==> src/hdl/bqw_pkg.sv <==
// ----------------------------------------------------------------------------
// bqw_pkg
// shared widths, constants and stage payload types of the bezier waveshaper
// ----------------------------------------------------------------------------
package bqw_pkg;

   localparam int PHASE_W  = 16;
   localparam int WEIGHT_W = 16;
   localparam int SAMPLE_W = 20;
   localparam int FRAC_W   = 14;
   localparam int U_W      = FRAC_W + 1;
   localparam int UV_W     = 27;
   localparam int UU_W     = 29;
   localparam int UVV_W    = UV_W + U_W;
   localparam int UUU_W    = UU_W + U_W;
   localparam int UUY_W    = UU_W + 1 + WEIGHT_W;
   localparam int UVVX_W   = UVV_W + 1 + WEIGHT_W;
   localparam int UUUZ_W   = UUU_W + 1 + WEIGHT_W;
   localparam int UUY3_W   = UUY_W + 2;
   localparam int TERM_W   = 62;
   localparam int X_SHIFT  = 16;
   localparam int RND_LSB  = 42;
   localparam int NUM_STAGES = 7;

   localparam logic [U_W-1:0]           ONE_U       = U_W'(1 << FRAC_W);
   localparam logic signed [17:0]       HALF_PI_Q16 = 18'sd102944;
   localparam logic signed [TERM_W-1:0] ROUND_BIAS  = TERM_W'(64'sd1 <<< (RND_LSB - 1));

   typedef logic signed [WEIGHT_W-1:0] weight_type;
   typedef logic signed [SAMPLE_W-1:0] sample_type;

   // products after the power stages
   typedef struct packed {
      logic [UVV_W-1:0]        uvv;
      logic [UUU_W-1:0]        uuu;
      logic signed [UUY_W-1:0] uuy;
      weight_type              weight_x;
      weight_type              weight_z;
      logic [1:0]              quad;
   } powers_type;

   // the three scaled terms at 2^-57
   typedef struct packed {
      logic signed [TERM_W-1:0] t1;
      logic signed [TERM_W-1:0] t2;
      logic signed [TERM_W-1:0] t3;
      logic [1:0]               quad;
   } terms_type;

endpackage

==> src/hdl/bqw_round.sv <==
// ----------------------------------------------------------------------------
// bqw_round
// stages 6 and 7: sum with rounding bias, cut to q4.15, sign of second half
// ----------------------------------------------------------------------------
module bqw_round
   import bqw_pkg::*;
(
   input  logic       clock,
   input  logic [1:0] en,
   input  terms_type  terms,
   output sample_type sample
);

   logic signed [TERM_W-1:0] sum6_ff, sum6_in;
   logic                     neg6_ff;
   sample_type               rnd, sample7_ff, sample7_in;

   assign sum6_in = terms.t1 + terms.t2 + terms.t3 + ROUND_BIAS;

   // the rounded value always fits the sample width
   assign rnd = $signed(sum6_ff[RND_LSB+SAMPLE_W-1:RND_LSB]);

   always_comb begin
      if (neg6_ff) begin
         sample7_in = -rnd;
      end else begin
         sample7_in = rnd;
      end
   end

   always_ff @(posedge clock) begin
      if (en[0]) begin
         sum6_ff <= sum6_in;
         neg6_ff <= terms.quad[1];
      end
      if (en[1]) begin
         sample7_ff <= sample7_in;
      end
   end

   assign sample = sample7_ff;

endmodule

==> config.mk <==
export PLATFORM = sky130hd
export DESIGN_NAME = bqw_round
export DESIGN_NICKNAME = d
export VERILOG_FILES = /design/src/hdl/bqw_pkg.sv /design/src/hdl/bqw_round.sv
export SDC_FILE = /design/constraint.sdc
export NUM_CORES = 1
export LEC_CHECK = 0
export BUFFER_PORTS_ARGS = -buffer_cell sky130_fd_sc_hd__clkbuf_2
export CAP_MARGIN = 20
export CORE_MARGIN = 2
export CORE_UTILIZATION = 23
export DETAILED_ROUTE_END_ITERATION = 10
export GPL_TIMING_DRIVEN = 1
export HOLD_SLACK_MARGIN = 0.15
export PLACE_DENSITY = 0.4
export SETUP_SLACK_MARGIN = 0.05
export SLEW_MARGIN = 5
export SYNTH_ARGS = -nofsm -noshare
export SYNTH_HDL_FRONTEND = slang
export SYNTH_SLANG_ARGS = --single-unit
export TNS_END_PERCENT = 30
==> constraint.sdc <==
create_clock -name clock -period 4.6 [get_ports clock]
set_clock_uncertainty 0.2 [all_clocks]
set_input_delay 0.23 -clock clock [delete_from_list [all_inputs] [get_ports clock]]
set_output_delay 0.23 -clock clock [all_outputs]
set_load 0.05 [all_outputs]
== Word-level counts from Yosys, hierarchy flattened ==
Cells that the tools add are included.
Storage, ports and cells
  register bits after elaboration: 83
  bits of input ports: 191
  output and inout bits: 20
  word-level logic and storage cells: 8
Operators by class
  add/subtract/negate cells: 4
  multiplexer cells: 1
Operators with widths (number)
  $add A62 B62 Y62: 2
  $add A62 B43 Y62 const B: 1
  $mux W20: 1
  $neg A20 Y20: 1

== Logic depth before layout (Yosys ltp) ==
  word-level depth: 3
  depth in mapped cells: 15
  depth with buffers taken out: 14

== Worst setup path before layout ==
OpenSTA, ideal clock, no wires.
  kind: input to register
  start: input port terms[41] (netlist bit)
  end: register sum6_ff[45] (data pin)
  setup time: 0.264 ns
  arrival time: 2.964 ns
  data required time: 4.136 ns
  slack: 1.171 ns
  stages: 13
  path buffers: 0
  cells stage by stage: inv_1 fa_1 inv_1 ha_1 ha_1 a21o_1 a21o_1 a211oi_1 o311ai_1 a2111oi_2 a21oi_1 a41oi_1 xnor2_1
On the way
  cells in the longest elaborated chain, start to end: 2
RTL lines
  start: declaration: RTL line bqw_round.sv:10  | input terms_type terms,
  $add A62 B62 Y62: RTL line bqw_round.sv:18  | assign sum6_in = terms.t1 + terms.t2 + terms.t3 + ROUND_BIAS;
  $add A62 B43 Y62: RTL line bqw_round.sv:18
  net sum6_in[45]: RTL line bqw_round.sv:14  | logic signed [TERM_W-1:0] sum6_ff, sum6_in;
  end signal: assignment: RTL line bqw_round.sv:33  | sum6_ff <= sum6_in;
  end: declaration: RTL line bqw_round.sv:14
The timed path passes the listed nets, and every way through them passes these cells.
A chain may end at the register's enable or synchronous reset.

== Worst setup path in the final report ==
  start: input port terms[6] (netlist bit)
  end: register sum6_ff[45] (data pin)
The elaborated chain is that of the path after synthesis.

==> flow_metrics.env <==
export IMPL_status="complete, no violations"
export IMPL_cts_buffers=5
export IMPL_max_slew_margin_pct=52.3
export IMPL_hold_viol=0
export IMPL_worst_slew_pin_slew_ns=0.706
export IMPL_multiInputGateArea_um2=4800
export IMPL_clk_latency_ns=0.28
export IMPL_synth_area_um2=7070
export IMPL_seq_area_um2=1230
export IMPL_antenna_cells=0
export IMPL_io_buffers=209
export IMPL_mostFrequentLayoutCell="inv_1"
export IMPL_final_antenna_net_count=0
export IMPL_critPathRequiredTime_ns=4.43
export IMPL_die_h_um=179
export IMPL_place_gp_congestion=0.775
export IMPL_clkSinkCount=41
export IMPL_antenna_found_initial=0
export IMPL_grt_pass1_vias=6114
export IMPL_syn_num_nets=1198
export IMPL_finalCritPeriodShare_pct=80.3
export IMPL_crit_arrival_ns=3.52
export IMPL_detail_route_iter0_violations=202
export IMPL_period_needed_ns=3.69
export IMPL_final_cell_mix="inv_1 (270), clkbuf_2 (209), ha_1 (119)"
export IMPL_drc=0
export IMPL_grt_use_total_pct=10.4
export IMPL_postLayoutCellArea_um2=8770
export IMPL_power_density_nw_per_um2=313
export IMPL_synth_avg_cell_area_um2=8.54
export IMPL_synth_seq_cells=41
export IMPL_end_kind="flop"
export IMPL_nets=1411
export IMPL_hp_class="flop to flop"
export IMPL_met1_usage_pct=14.1
export IMPL_initial_core_util_pct=23.2
export IMPL_post_cts_resize_count=0
export IMPL_finalSetupViolations=0
export IMPL_synth_cell_types=54
export IMPL_cp_endpoint="sum6_ff[45]"
export IMPL_cp_max_fo=3
export IMPL_viasPerCell=4.14
export IMPL_post_cts_setup_buffers=0
export IMPL_final_util_pct=28.8
export IMPL_dpl_cell_area_um2=8590
export IMPL_maxSlewViolCount=0
export IMPL_num_vias=5948
export IMPL_hold_path_depth=0
export IMPL_synth_main_ff_cell="edfxtp_1"
export IMPL_htreeDepth=2
export IMPL_drv_cap=0
export IMPL_irDropWorstVdd_v=0.000134
export IMPL_async_flop_share_pct=0
export IMPL_grt_start_max_net_pins=22
export IMPL_tns_ns=0
export IMPL_startpoint="terms[6]"
export IMPL_power_leakage_uw=0.00500
export IMPL_fp_row_count=64
export IMPL_die_area_um2=32200
export IMPL_wl_per_cell_um=11.6
export IMPL_reg2reg_depth=4
export IMPL_total_power_uw=2750
export IMPL_coreArea_um2=30400
export IMPL_layout_drive_gt1_share_pct=22.1
export IMPL_grt_remaining_overflow=0
export IMPL_ys_warn_count=0
export IMPL_area_growth_pct=24.1
export IMPL_synth_seq_area_share_pct=17.4
export IMPL_gr_usage_met3_pct=1.31
export IMPL_synth_edff_count=41
export IMPL_drt_wl_total_um=16700
export IMPL_dpl_hpwl_um=15400
export IMPL_grt_busiest_layer="met2"
export IMPL_r2r_start="sum6_ff[46]"
export IMPL_first_pass_iters=4
export IMPL_root_buffer="clkbuf_16"
export IMPL_clock_path_buffers=2
export IMPL_cts_hold_buf=2
export IMPL_path_class="input pin to flop"
export IMPL_rrSetupSlack_ns=2.36
export IMPL_die_w_um=179
export IMPL_rsz0062_at_grt="false"
export IMPL_grt_util_met2_pct=18.0
export IMPL_max_freq_mhz=271
export IMPL_fillers=3375
export IMPL_io_pins=211
export IMPL_r2r_end="sample[15]"
export IMPL_clk_pin_slew_ns=0.05
export IMPL_cts_tree="built"
export IMPL_synthCells=828
export IMPL_worstSetupStartpointType="input pin"
export IMPL_grt_pass1_wl_um=27600
export IMPL_fin_hold_ws_ns=0.316
## how the worst min path moves through the flow
stage / slack [ns] / endpoint / start
final: 0.32 / sample[0] / sum6_ff[42]
after global routing: 0.34 / sample[0] / sum6_ff[42]
after CTS: 0.33 / sample[0] / sum6_ff[42]
after detailed placement: 0.21 / neg6_ff / terms[1]
after global placement: 0.23 / neg6_ff / terms[1]
after floorplan: 0.13 / neg6_ff / terms[1]
## final cells by class
type	instances	share of cell area (%)
inverters	270	11.5
repair buffers	212	12.2
well taps	396	5.65
flip-flops and latches	41	14.0
clock inverters	2	0.399
clock buffers	5	1.43
multi-input cells	511	54.7
## cells in the mapped netlist (all sizes together), types with 7 or more instances
cell	instances	share of area [%]
a211oi	8	0.85
a21o	28	3.0
a21oi	54	3.9
edfxtp	41	17
fa	60	17
ha	119	21
inv	270	14
nand2	34	1.9
nand3	12	0.92
nand4	13	1.2
nor2	20	1.1
nor2b	9	0.80
nor3	7	0.57
o21ai	36	2.5
o31ai	7	0.74
xnor2	32	4.0
xor2	9	1.1
## flip-flops by register name (all words and copies together) (netlist names)
signal,flops
sample,20
sum6_ff,20
neg6_ff,1
## worst max-delay path, cell delays in order
cell and delay (ns):
clkbuf_2 0.08, inv_1 0.05, fa_1 0.53, inv_1 0.04, ha_1 0.29, ha_1 0.30
nand4_1 0.09, o21ai_1 0.22, a21oi_1 0.11, nor3_1 0.18, o311ai_0 0.24, or3_1 0.38
a21oi_1 0.41, a41oi_1 0.20, xnor2_1 0.15
## routing by layer
| metal | vias to the layer above | part of all wire, % |
|---|---|---|
| met1 | 2693 | 49 |
| met2 | 129 | 46 |
| met5 | - | 0 |
| met4 | 0 | 0.44 |
| li1 | 3120 | - |
| met3 | 6 | 5.0 |
## kinds of logic (layout without fill, tap and decap cells)
family / count (synthesis) / after routing / share of synthesized area, %
buf+inv: 276 / 489 / 14.7
compound gates: 176 / 176 / 16.4
fa+ha+maj: 179 / 179 / 38.1
simple gates: 115 / 115 / 8.42
xor+xnor: 41 / 41 / 5.08
flops: 41 / 41 / 17.4
## metrics by stage
step | setup slack (ns) | instances
CTS | 0.816 | 1437
global route | 0.530 | 1437
detailed placement | 0.518 | 1428
global placement | 0.553 | 1428
finish | 0.906 | 1437
floorplan | 1.17 | 828
## where the power goes
| group | internal, µW | switching (µW) |
|---|---|---|
| registers | 596 | 79.8 |
| logic | 689 | 1000 |
| clock network | 251 | 129 |
| total | 1540 | 1210 |
Note: power is estimated with default switching activity, not from simulation.
