<file path="src/hdl/bqw_pkg.sv">
// ----------------------------------------------------------------------------
// bqw_pkg
// shared widths, constants and stage payload types of the bezier waveshaper
// ----------------------------------------------------------------------------
package bqw_pkg;

   localparam int PHASE_W  = 16;
   localparam int WEIGHT_W = 16;
   localparam int SAMPLE_W = 20;
   localparam int FRAC_W   = 14;
   localparam int U_W      = FRAC_W + 1;
   localparam int UV_W     = 27;
   localparam int UU_W     = 29;
   localparam int UVV_W    = UV_W + U_W;
   localparam int UUU_W    = UU_W + U_W;
   localparam int UUY_W    = UU_W + 1 + WEIGHT_W;
   localparam int UVVX_W   = UVV_W + 1 + WEIGHT_W;
   localparam int UUUZ_W   = UUU_W + 1 + WEIGHT_W;
   localparam int UUY3_W   = UUY_W + 2;
   localparam int TERM_W   = 62;
   localparam int X_SHIFT  = 16;
   localparam int RND_LSB  = 42;
   localparam int NUM_STAGES = 7;

   localparam logic [U_W-1:0]           ONE_U       = U_W'(1 << FRAC_W);
   localparam logic signed [17:0]       HALF_PI_Q16 = 18'sd102944;
   localparam logic signed [TERM_W-1:0] ROUND_BIAS  = TERM_W'(64'sd1 <<< (RND_LSB - 1));

   typedef logic signed [WEIGHT_W-1:0] weight_type;
   typedef logic signed [SAMPLE_W-1:0] sample_type;

   // products after the power stages
   typedef struct packed {
      logic [UVV_W-1:0]        uvv;
      logic [UUU_W-1:0]        uuu;
      logic signed [UUY_W-1:0] uuy;
      weight_type              weight_x;
      weight_type              weight_z;
      logic [1:0]              quad;
   } powers_type;

   // the three scaled terms at 2^-57
   typedef struct packed {
      logic signed [TERM_W-1:0] t1;
      logic signed [TERM_W-1:0] t2;
      logic signed [TERM_W-1:0] t3;
      logic [1:0]               quad;
   } terms_type;

endpackage

</file>
<file path="src/hdl/bqw_terms.sv">
// ----------------------------------------------------------------------------
// bqw_terms
// stages 4 and 5: weight products and scaling of the three terms to 2^-57
// ----------------------------------------------------------------------------
module bqw_terms
   import bqw_pkg::*;
(
   input  logic       clock,
   input  logic [1:0] en,
   input  powers_type powers,
   output terms_type  terms
);

   logic signed [UVVX_W-1:0] uvvx4_ff, uvvx4_in;
   logic signed [UUUZ_W-1:0] uuuz4_ff, uuuz4_in;
   logic signed [UUY3_W-1:0] uuy3x;
   logic signed [TERM_W-1:0] t2_4_ff, t2_4_in;
   logic [1:0]               quad4_ff;
   terms_type                terms5_ff, terms5_in;

   assign uvvx4_in = UVVX_W'($signed({1'b0, powers.uvv})) * UVVX_W'(powers.weight_x);
   assign uuuz4_in = UUUZ_W'($signed({1'b0, powers.uuu})) * UUUZ_W'(powers.weight_z);

   // 3*u^2*y scaled by 2^14
   assign uuy3x   = UUY3_W'($signed({powers.uuy, 1'b0})) + UUY3_W'(powers.uuy);
   assign t2_4_in = TERM_W'($signed({uuy3x, 14'b0}));

   always_comb begin
      // floor by 2^16, then pi/2 in Q16
      terms5_in.t1   = TERM_W'($signed(uvvx4_ff[UVVX_W-1:X_SHIFT])) * TERM_W'(HALF_PI_Q16);
      terms5_in.t2   = t2_4_ff;
      terms5_in.t3   = -TERM_W'($signed({uuuz4_ff, 1'b0}));
      terms5_in.quad = quad4_ff;
   end

   always_ff @(posedge clock) begin
      if (en[0]) begin
         uvvx4_ff <= uvvx4_in;
         uuuz4_ff <= uuuz4_in;
         t2_4_ff  <= t2_4_in;
         quad4_ff <= powers.quad;
      end
      if (en[1]) begin
         terms5_ff <= terms5_in;
      end
   end

   assign terms = terms5_ff;

endmodule

</file>
<file path="config.mk">
export PLATFORM = sky130hd
export DESIGN_NAME = bqw_terms
export DESIGN_NICKNAME = d
export VERILOG_FILES = /design/src/hdl/bqw_pkg.sv /design/src/hdl/bqw_terms.sv
export SDC_FILE = /design/constraint.sdc
export NUM_CORES = 2
export LEC_CHECK = 0
export BUFFER_PORTS_ARGS = -buffer_cell sky130_fd_sc_hd__buf_2
export CAP_MARGIN = 20
export CORE_MARGIN = 3
export CORE_UTILIZATION = 50
export CTS_CLUSTER_DIAMETER = 30
export DETAILED_ROUTE_END_ITERATION = 10
export PLACE_DENSITY = 0.67
export SETUP_SLACK_MARGIN = 0.5
export SYNTH_ARGS = -nofsm -noshare
export SYNTH_HDL_FRONTEND = slang
export SYNTH_SLANG_ARGS = --single-unit
</file>
<file path="constraint.sdc">
create_clock -name clock -period 12.9 [get_ports clock]
set_input_delay 1.29 -clock clock [delete_from_list [all_inputs] [get_ports clock]]
set_output_delay 1.29 -clock clock [all_outputs]
set_load 0.1 [all_outputs]
</file>
# Word-level counts from Yosys, hierarchy flattened
# Index checks and enable logic that the tools add are counted.
# word_totals
mem_bits_rw	0
output_inout_bits	188
latch_bits	0
in_bits	169
elab_cells	13
mem_count	0
rom_bits	0
reg_bits	339
# classes
shifts	0
n_lt_le_gt_ge	0
reduce_logical	0
div	0
bitwise_logic	0
mul	3
n_mux	0
add_sub_neg	2
eq_ne	0
# op_table
op	count
$neg 62->62	1
$mul 45x16->61	1
$mul 43x16->59	1
$mul 43x13->56 const B	1
$add 47x46->48	1

# Depth between registers and ports, before layout
# depth
depth_word	1
mapped_depth	27
depth_no_buf	25

# Least setup slack after synthesis
# Ideal clock, no wire load.
# synth_path
kind	input port to flip-flop
startpoint	input powers[3] in the netlist's numbering
endpoint	register uuuz4_ff[59], data pin
setup_time_ns	0.262
n_path_buf	3
stages	27
arrival_time_ns	7.481
path_slack_ns	5.157
path_cell_list	clkbuf_1 > clkbuf_1 > nand2_1 > fa_1 > inv_1 > fa_1 > inv_1 > fa_1 > inv_1 > fa_1 > fa_1 > inv_1 > fa_1 > inv_1 > ha_1 > clkbuf_1 > a21oi_1 > o21ai_0 > a211oi_1 > o22ai_1 > nor3_1 > nand2b_1 > o41ai_1 > o31a_1 > a221oi_1 > o21ai_1 > xor2_1
# synth_between
elab_chain_cells	1
# synth_rtl
element	line	source
start, declared	bqw_terms.sv:10	input powers_type powers,
$mul 45x16->61	bqw_terms.sv:22	assign uuuz4_in = UUUZ_W'($signed({1'b0, powers.uuu})) * UUUZ_W'(powers.weight_z);
via uuuz4_in[59]	bqw_terms.sv:15	logic signed [UUUZ_W-1:0] uuuz4_ff, uuuz4_in;
end signal, assigned	bqw_terms.sv:39	uuuz4_ff <= uuuz4_in;
end, declared	bqw_terms.sv:15	
# The timed path passes the listed nets, and every way through them passes these cells.
# A chain may end at the register's enable or synchronous reset.

# Worst setup path in the final report
# layout_path
startpoint	input powers[17] in the netlist's numbering
endpoint	register uuuz4_ff[60], data pin
# The elaborated chain is that of the path after synthesis.

==> flow_metrics.tcl <==
set metrics [dict create \
    cts_setup_buffers 0 \
    grt_max_degree 88 \
    setup_violations 0 \
    synth_top_area_share_pct 39.2 \
    worstSetupPathType "in2reg" \
    drive_above_1_share_pct 7.52 \
    row_count 131 \
    yosysWarnings 0 \
    drt_iter0_drc 3369 \
    die_area_um2 133000 \
    hold_violations 0 \
    r2r-start "uvvx4_ff[18]" \
    place_inst 8632 \
    crit_arrival_ns 9.19 \
    clockBufferDepth 3 \
    hold_class "reg2reg" \
    layout.cells.most_common_list "1690 x inv_1, 1261 x fa_1, 981 x nand2_1, 552 x ha_1, 448 x and2_1" \
    layout.cells.non_filler 8781 \
    drv_cap 0 \
    crit_fanout 19 \
    maxSlewHeadroom_pct 27.0 \
    synth_edf_count 321 \
    cp-startpoint "powers[17]" \
    cts_tree "built" \
    grt_usage_pct 25.8 \
    finalCriticalPeriod_ns 8.80 \
    drt_pre_antenna_iters 6 \
    postRouteAntennaNets 0 \
    dp_slack_ns 3.47 \
    async_flop_share_pct 0 \
    fillCellCount 11400 \
    fin_skew_ns 0.0233 \
    io_pins 357 \
    rsz0062_at_grt "no" \
    nets 9033 \
    synth_area_leaders "fa_1 39%, edfxtp_1 15%, ha_1 11%" \
    yosys.area.top_type "fa_1" \
    ys.flop_type "edfxtp_1" \
    syn_area_um2 64400 \
    vias_per_cell 5.33 \
    vias 46800 \
    clk_pin_slew_worst_paths_ns 0.05 \
    first_global_vias 50300 \
    ys_ff_latch 321 \
    seq_area_um2 9640 \
    fin_ws_ns 4.10 \
    multi_input_area_um2 47400 \
    r2r_cells 19 \
    worstMarginPinSlew_ns 1.09 \
    htreeDepth 3 \
    wire_per_inst_um 19.0 \
    cts_hold_buf 0 \
    antenna_found_initial 12 \
    coreArea_um2 128000 \
    grt_pass1_wl_um 270000 \
    finalMaxSlewViolations 0 \
    synth_cell_types 79 \
    grt-ovfl-total 0 \
    hold_depth 0 \
    setup_tns_ns 0 \
    place.gp.congestion 0.912 \
    cts-root-buf "clkbuf_16" \
    synth.avg_cell_area_um2 9.39 \
    cts_resized 0 \
    hp-start "t2_4_ff[32]" \
    cp_data_required_time_ns 13.28 \
    layout_commonest_cell "inv_1" \
    cts_inserted_buffers 77 \
    status "complete, no violations" \
    start_util_pct 50.5 \
    numPortBuffers 336 \
    clkLatencyLatePin_ns 0.65 \
    synthCells 6865 \
    layout_worst_path_cycle_share_pct 68.3 \
    numClockSinks 321 \
    hpwl_um 127000 \
    end_kind "flip-flop" \
    yosysSeqAreaShare_pct 15.0 \
    fmax_mhz 114 \
    wirelength_um 166000 \
    final_util_pct 54.9 \
    fp.dieW_um 365 \
    die_h_um 365 \
    drc 0 \
    worstSetupStartpointType "input port" \
    synthToLayoutAreaGrowth_pct 8.75 \
]
[registers in the layout, summed over array words and instances (netlist names)]
signal and cells:
uvvx4_ff 43, uuuz4_ff 61, quad4_ff 2, terms 167, t2_4_ff 48
[synth_stat cells (4+ instances only)]
master       n
nand4_1     28
o21bai_1    22
nand2b_1    53
a211oi_1    23
nor2b_1     21
a221oi_1     8
xnor2_1    169
a21oi_1    196
inv_1     1690
nand3_1     45
o21a_1      15
clkbuf_1   261
fa_1      1261
and3_1      17
or2_2        6
or4_1        4
a41oi_1      5
nor4_1      13
o21ai_0     89
edfxtp_1   321
o211ai_1    18
nor3_1      39
o31ai_1      8
o21ai_1      9
a31oi_1     28
a211o_1      7
and2_1     448
buf_4       22
ha_1       552
nand2_1    981
xor2_1      95
nor2_1     181
or3_1       16
a21o_1     120
mux2i_1      5
o31a_1       7
nor3b_1      4
nor3_2       6
and4_1       8
[cells by family after synthesis]
group	share of synthesized area (%)
AND/OR/NAND/NOR	13.9
AO/OA/AOI/OAI	5.97
XOR/XNOR	3.59
buffers and inverters	11.6
other	0.00582
flip-flops	15.0
multiplexers	0.0777
adder cells (fa/ha/maj)	49.9
[through the flow]
step	cell area [um2]	hold WS, ns
CTS	70000	0.403
global route	70100	0.416
detailed placement	67400	0.405
finish	70100	0.405
global placement	67400	0.401
floorplan	64500	0.400
[cell type report]
type                            instances  area share (%)
Inverter                             1690            9.05
Antenna cell                            8          0.0286
Clock buffer                           84            2.82
Sequential cell                       321            13.8
Clock inverter                         55           0.948
Multi-Input combinational cell       4588            67.6
Timing Repair Buffer                  373            2.83
Tap cell                             1662            2.97
[worst max-delay path: stages]
cell	delay, ns
buf_2	0.21
inv_1	0.78
buf_4	0.38
nor2_1	0.10
fa_1	0.51
fa_1	0.43
fa_1	0.50
fa_1	0.42
fa_1	0.49
inv_1	0.05
fa_1	0.47
inv_1	0.04
ha_1	0.36
a21oi_1	0.22
o21ai_0	0.19
nor3_1	0.21
a31oi_1	0.18
o21ai_1	0.87
a311oi_1	0.28
a21oi_1	0.36
o21ai_1	0.15
a221o_1	0.38
a31oi_1	0.20
xnor2_1	0.09
[layer usage]
metal  wire (um)  vias up  track usage [%]
li1            -    21000                -
met1       69500    23500             34.9
met2       76000     1912             40.9
met3       15900      325             6.20
met4        4940        4             8.75
met5          28        -                0
[final timing paths]
| check | to | slack [ns] |
|---|---|---|
| worst max-delay path | uuuz4_ff[60] | 4.10 |
| worst min-delay path | terms[96] | 0.41 |
| worst max register to register | terms[172] | 6.73 |
| worst min register to register | terms[96] | 0.41 |
Power is left out: the tool's default activity adds up to more than one toggle a clock period on the data nets, which glitch-free logic cannot reach.
