[src/hdl/bqw_pkg.sv]
// ----------------------------------------------------------------------------
// bqw_pkg
// shared widths, constants and stage payload types of the bezier waveshaper
// ----------------------------------------------------------------------------
package bqw_pkg;

   localparam int PHASE_W  = 16;
   localparam int WEIGHT_W = 16;
   localparam int SAMPLE_W = 20;
   localparam int FRAC_W   = 14;
   localparam int U_W      = FRAC_W + 1;
   localparam int UV_W     = 27;
   localparam int UU_W     = 29;
   localparam int UVV_W    = UV_W + U_W;
   localparam int UUU_W    = UU_W + U_W;
   localparam int UUY_W    = UU_W + 1 + WEIGHT_W;
   localparam int UVVX_W   = UVV_W + 1 + WEIGHT_W;
   localparam int UUUZ_W   = UUU_W + 1 + WEIGHT_W;
   localparam int UUY3_W   = UUY_W + 2;
   localparam int TERM_W   = 62;
   localparam int X_SHIFT  = 16;
   localparam int RND_LSB  = 42;
   localparam int NUM_STAGES = 7;

   localparam logic [U_W-1:0]           ONE_U       = U_W'(1 << FRAC_W);
   localparam logic signed [17:0]       HALF_PI_Q16 = 18'sd102944;
   localparam logic signed [TERM_W-1:0] ROUND_BIAS  = TERM_W'(64'sd1 <<< (RND_LSB - 1));

   typedef logic signed [WEIGHT_W-1:0] weight_type;
   typedef logic signed [SAMPLE_W-1:0] sample_type;

   // products after the power stages
   typedef struct packed {
      logic [UVV_W-1:0]        uvv;
      logic [UUU_W-1:0]        uuu;
      logic signed [UUY_W-1:0] uuy;
      weight_type              weight_x;
      weight_type              weight_z;
      logic [1:0]              quad;
   } powers_type;

   // the three scaled terms at 2^-57
   typedef struct packed {
      logic signed [TERM_W-1:0] t1;
      logic signed [TERM_W-1:0] t2;
      logic signed [TERM_W-1:0] t3;
      logic [1:0]               quad;
   } terms_type;

endpackage

[src/hdl/bqw_powers.sv]
// ----------------------------------------------------------------------------
// bqw_powers
// stages 1 to 3: u and v from the phase, then u*v*v, u^3 and u^2*y
// ----------------------------------------------------------------------------
module bqw_powers
   import bqw_pkg::*;
(
   input  logic               clock,
   input  logic [2:0]         en,
   input  logic [PHASE_W-1:0] phase,
   input  weight_type         weight_x,
   input  weight_type         weight_y,
   input  weight_type         weight_z,
   output powers_type         powers
);

   logic [U_W-1:0]          u1_ff, u1_in, v1_ff, v1_in;
   logic [1:0]              quad1_ff, quad2_ff, quad3_ff;
   weight_type              x1_ff, y1_ff, z1_ff, x2_ff, y2_ff, z2_ff, x3_ff, z3_ff;
   logic [U_W-1:0]          u2_ff, v2_ff;
   logic [UV_W-1:0]         uv2_ff, uv2_in;
   logic [UU_W-1:0]         uu2_ff, uu2_in;
   logic [UVV_W-1:0]        uvv3_ff, uvv3_in;
   logic [UUU_W-1:0]        uuu3_ff, uuu3_in;
   logic signed [UUY_W-1:0] uuy3_ff, uuy3_in;

   // odd quadrants count down
   always_comb begin
      if (phase[FRAC_W]) begin
         u1_in = ONE_U - U_W'(phase[FRAC_W-1:0]);
      end else begin
         u1_in = U_W'(phase[FRAC_W-1:0]);
      end
      v1_in = ONE_U - u1_in;
   end

   assign uv2_in  = UV_W'(u1_ff) * UV_W'(v1_ff);
   assign uu2_in  = UU_W'(u1_ff) * UU_W'(u1_ff);
   assign uvv3_in = UVV_W'(uv2_ff) * UVV_W'(v2_ff);
   assign uuu3_in = UUU_W'(uu2_ff) * UUU_W'(u2_ff);
   assign uuy3_in = UUY_W'($signed({1'b0, uu2_ff})) * UUY_W'(y2_ff);

   always_ff @(posedge clock) begin
      if (en[0]) begin
         u1_ff    <= u1_in;
         v1_ff    <= v1_in;
         quad1_ff <= phase[PHASE_W-1:FRAC_W];
         x1_ff    <= weight_x;
         y1_ff    <= weight_y;
         z1_ff    <= weight_z;
      end
      if (en[1]) begin
         uv2_ff   <= uv2_in;
         uu2_ff   <= uu2_in;
         u2_ff    <= u1_ff;
         v2_ff    <= v1_ff;
         quad2_ff <= quad1_ff;
         x2_ff    <= x1_ff;
         y2_ff    <= y1_ff;
         z2_ff    <= z1_ff;
      end
      if (en[2]) begin
         uvv3_ff  <= uvv3_in;
         uuu3_ff  <= uuu3_in;
         uuy3_ff  <= uuy3_in;
         quad3_ff <= quad2_ff;
         x3_ff    <= x2_ff;
         z3_ff    <= z2_ff;
      end
   end

   assign powers.uvv      = uvv3_ff;
   assign powers.uuu      = uuu3_ff;
   assign powers.uuy      = uuy3_ff;
   assign powers.weight_x = x3_ff;
   assign powers.weight_z = z3_ff;
   assign powers.quad     = quad3_ff;

endmodule

[config.mk]
export PLATFORM = sky130hd
export DESIGN_NAME = bqw_powers
export DESIGN_NICKNAME = d
export VERILOG_FILES = /design/src/hdl/bqw_pkg.sv /design/src/hdl/bqw_powers.sv
export SDC_FILE = /design/constraint.sdc
export NUM_CORES = 2
export LEC_CHECK = 0
export ABC_AREA = 1
export ABC_CLOCK_PERIOD_IN_PS = 10100
export BUFFER_PORTS_ARGS = -buffer_cell sky130_fd_sc_hd__buf_2
export CAP_MARGIN = 15
export CORE_MARGIN = 2
export CORE_UTILIZATION = 39
export CTS_CLUSTER_DIAMETER = 80
export DETAILED_ROUTE_END_ITERATION = 16
export PLACE_DENSITY = 0.62
export SYNTH_ARGS = -nofsm -noshare
export SYNTH_HDL_FRONTEND = slang
export SYNTH_SLANG_ARGS = --single-unit
export TNS_END_PERCENT = 10
[constraint.sdc]
create_clock -name clock -period 10.1 [get_ports clock]
set_input_delay 1.01 -clock clock [delete_from_list [all_inputs] [get_ports clock]]
set_output_delay 1.01 -clock clock [all_outputs]
set_load 0.05 [all_outputs]
* After elaboration in Yosys (flattened, before gate mapping)
Index checks and enable logic that the tools add are counted.
Cells by class: $mul 5, mux-type cells 1, add/subtract/negate cells 2
Operator list (count):
- 30-bit by 16-bit multiplier with 46-bit output | 1
- 29-bit by 15-bit multiplier with 44-bit output | 1
- 27-bit by 15-bit multiplier with 42-bit output | 1
- 15-bit by 15-bit multiplier with 29-bit output | 1
- 15-bit by 15-bit multiplier with 27-bit output | 1
- 15-bit 2-to-1 mux | 1
- 15-bit by 14-bit subtractor with 15-bit output, first input constant | 1
- 15-bit subtractor, first input constant | 1
Storage, ports and cells: bits in registers 382, input bits 68, output and inout port bits 166, word-level logic and storage cells 28

* Depth between registers and ports, before layout
depth after elaboration 3, gate-level depth with buffers 29, mapped depth without buffers 27

* Least setup slack after synthesis
No wires, ideal clock.
kind reg2reg, start register uv2_ff[0] (netlist name), end register uuu3_ff[36], data pin, path slack 4.284 ns, path buffers 3, data required time 9.847 ns, cell stages (with the launch flop) 22, period minus slack after synthesis 5.816 ns, setup time 0.253 ns, data arrival time 5.563 ns, cell sequence edfxtp_1 clkbuf_1 clkbuf_1 buf_1 nand2_1 fa_1 fa_1 inv_1 fa_1 inv_1 fa_1 fa_1 fa_1 inv_1 ha_1 a21o_1 a31oi_1 o21ai_0 a221oi_1 nand3_1 nand2_1 nand2_1
RTL lines:
- end signal, assigned | line bqw_powers.sv:64 | uuu3_ff <= uuu3_in;
- end, declared | line bqw_powers.sv:24 | logic [UUU_W-1:0] uuu3_ff, uuu3_in;

* Worst setup path in the final report
start register y2_ff[1], end register uuy3_ff[37], data pin
On the way: cells in the longest elaborated chain, start to end 1
Ends and longest elaborated chain:
- start, declared | line bqw_powers.sv:19 | weight_type x1_ff, y1_ff, z1_ff, x2_ff, y2_ff, z2_ff, x3_ff, z3_ff;
- start signal, assigned | line bqw_powers.sv:59 | y2_ff <= y1_ff;
- 30-bit by 16-bit multiplier with 46-bit output | line bqw_powers.sv:41 | assign uuy3_in = UUY_W'($signed({1'b0, uu2_ff})) * UUY_W'(y2_ff);
- named net uuy3_in[37] | line bqw_powers.sv:25 | logic signed [UUY_W-1:0] uuy3_ff, uuy3_in;
- end signal, assigned | line bqw_powers.sv:65 | uuy3_ff <= uuy3_in;
- end, declared | line bqw_powers.sv:25
The timed path passes the listed nets, and every way through them passes these cells. A chain may end at the register's enable or synchronous reset.

==> metrics.cfg <==
[sta]
fin_crit_ps = 7069
worstMarginPinSlew_ps = 1273
finClkSkew_ps = 72.52
maxSlewViolCount = 0
finalSetupViolCount = 0
fmax_mhz = 141.5
hold_viol = 0
fin_crit_sh_pct = 69.99
rsz0062_at_grt = no
relSlewSlack_pct = 15.12
tns_ps = 0

[worst_setup_path]
r2r_start = y2_ff[1]
crit_fanout = 28
r2r_end = uuy3_ff[37]
r2r_cells = 20
worstSetupStartpointType = register
r2r_slack_ps = 3030
critical_path_arrival_ps = 7540
cp-end-kind = register
worst-setup-path-type = reg -> reg
required_ps = 10570

[synth]
post-synth-top-area-cell = fa_1
yosys_register_bits = 376
synthMuxAreaShare_pct = 0
synth.area.top_cells = fa_1, edfxtp_1, inv_1, nand2_1, ha_1
synth_top_family_by_area = adder cells
synth.cell_area_um2 = 69220
avgSynthCellArea_um2 = 8.458
synth_xor_area_share_pct = 2.391
synth-compound-area-share_pct = 3.662
yosys_most_used_dff = edfxtp_1
syn_inst = 8184
yosysWarnings = 0
synth-async-reset-ratio_pct = 0
synth_adder_area_share_pct = 48.27
synth_top_area_share_pct = 38.58
seq_area_frac_synth_pct = 16.31
yosys.cell_types.count = 54
yosys.area_share.simple_pct = 13.71
synth_edf_count = 376

[final_layout]
drive_gt1_share_pct = 5.429
final_common_cell = inv_1
nFillCells = 17423
layout_common_cells = inv_1, nand2_1, fa_1, ha_1, edfxtp_1
area_growth_pct = 8.006
nets = 10200

[worst_hold_path]
hold-path-cell-count = 0
hold_end = y2_ff[11]
min_from = y1_ff[11]
hp-class = reg -> reg

[job]
max-cap-violations = 0

[detailed_routing]
drt-initial-drc-count = 3080
final_antenna_net_count = 0
dr.pass1.iters = 7
vias = 51096
drc = 0
vias_per_cell = 4.797
avgRoutedWirePerCell_um = 16.72
finalWirelength_um = 178100

[grt]
grt-ovfl-total = 0
antenna_found_initial = 4
grt_pass1_vias = 54699
grt_max_degree = 74
grtUsageTotal_pct = 20.33
grt_pass1_wl_um = 292800

[clock_network]
cts_hold_buf = 0
cts_buffers = 55
cts.sinks = 376
post_cts_resized = 0
clk_latency_ps = 720
cts_tree = built
clockRootBuffer = clkbuf_16
clkTransAtPathRegs_ps = 60
htree_levels = 2
post-cts-setup-buffers = 0
cts_buffer_depth = 3

[die]
die_w_um = 425.3
start_util_pct = 39.26
ios = 234
die_area_um2 = 180900
core_area_um2 = 176300
core.rowCount = 154
chipHeight_um = 425.3

[outcome]
outcome = finished clean

[placed_design]
port_buffers = 233
globalplace.congestion = 0.9383
hpwl_um = 139700

[cells by family after synthesis]
logic type / after synthesis
flops: 376
fa+ha+maj: 1870
compound gates: 447
buf+inv: 2880
other cells: 2
xor+xnor: 189
simple gates: 2420
[sequential cells by signal (all words and copies together), names as in the netlist, 27 cells and up]
name and flops:
uuy3_ff 46, uuu3_ff 43, uvv3_ff 42, uu2_ff 27, uv2_ff 27
[metrics by stage]
step,instances,hold slack [ps],area (um^2),worst slack (ps),utilization (%)
3_3_place_gp,10544,400.3,72840,3124,41.32
5_1_grt,10648,396.6,74750,2771,42.40
4_1_cts,10647,404.9,74740,3188,42.39
2_1_floorplan,8196,400.3,69270,4284,-
6_report,10652,391.3,74760,3031,42.40
3_5_place_dp,10544,404.5,72840,3204,41.32
[cells in the mapped netlist, drive strengths merged (27+ instances only)]
| library cell | n |
|---|---|
| inv | 2567 |
| nand2 | 1987 |
| fa | 1334 |
| ha | 536 |
| edfxtp | 376 |
| nor2 | 253 |
| clkbuf | 239 |
| a21oi | 205 |
| xor2 | 129 |
| o21ai | 126 |
| nand3 | 94 |
| buf | 73 |
| xnor2 | 60 |
| nand4 | 31 |
| a31oi | 30 |
| o21bai | 27 |
[per-layer routing]
metal	part of all wire [%]	GRT usage [%]
met1	43	27.37
met4	3.1	6.259
met2	48	34.02
met5	0.0073	0
met3	6.0	2.730
[worst max-delay path, cell delays in order (launching register included)]
cell	delay, ps
edfxtp_1	1150
nand2_1	190
fa_1	560
fa_1	530
fa_1	540
inv_1	70
fa_1	490
fa_1	490
inv_1	50
fa_1	480
inv_1	60
ha_1	340
a21oi_1	210
o21ai_0	160
a21oi_1	340
nor3b_1	540
o21ai_1	270
nand2_1	160
nand2_1	60
nand2_1	50
nand2_1	50
[cell type report]
| class | count | area [um^2] | share of cell area (%) |
|---|---|---|---|
| antenna | 4 | 10.01 | 0.01339 |
| clock buffer | 61 | 1399 | 1.871 |
| clock inverter | 42 | 496.7 | 0.6644 |
| inverter | 2568 | 9642 | 12.90 |
| multi-input combinational | 4940 | 47140 | 63.06 |
| sequential | 376 | 11290 | 15.10 |
| tap | 2340 | 2928 | 3.916 |
| timing repair buffer | 321 | 1852 | 2.477 |
[how the worst max path moves through the flow]
stage               from           to  slack [ps]  depth (start not counted)
5_1_grt         y2_ff[1]  uuy3_ff[41]        2770                         18
3_3_place_gp    y2_ff[1]  uuy3_ff[37]        3120                         20
2_1_floorplan  uv2_ff[0]  uuu3_ff[36]        4280                         21
3_5_place_dp    y2_ff[1]  uuy3_ff[37]        3200                         20
6_report        y2_ff[1]  uuy3_ff[37]        3030                         20
4_1_cts         y2_ff[1]  uuy3_ff[37]        3190                         20
Power is left out: the tool's default activity adds up to more than one toggle a clock period on the data nets, which glitch-free logic cannot reach.
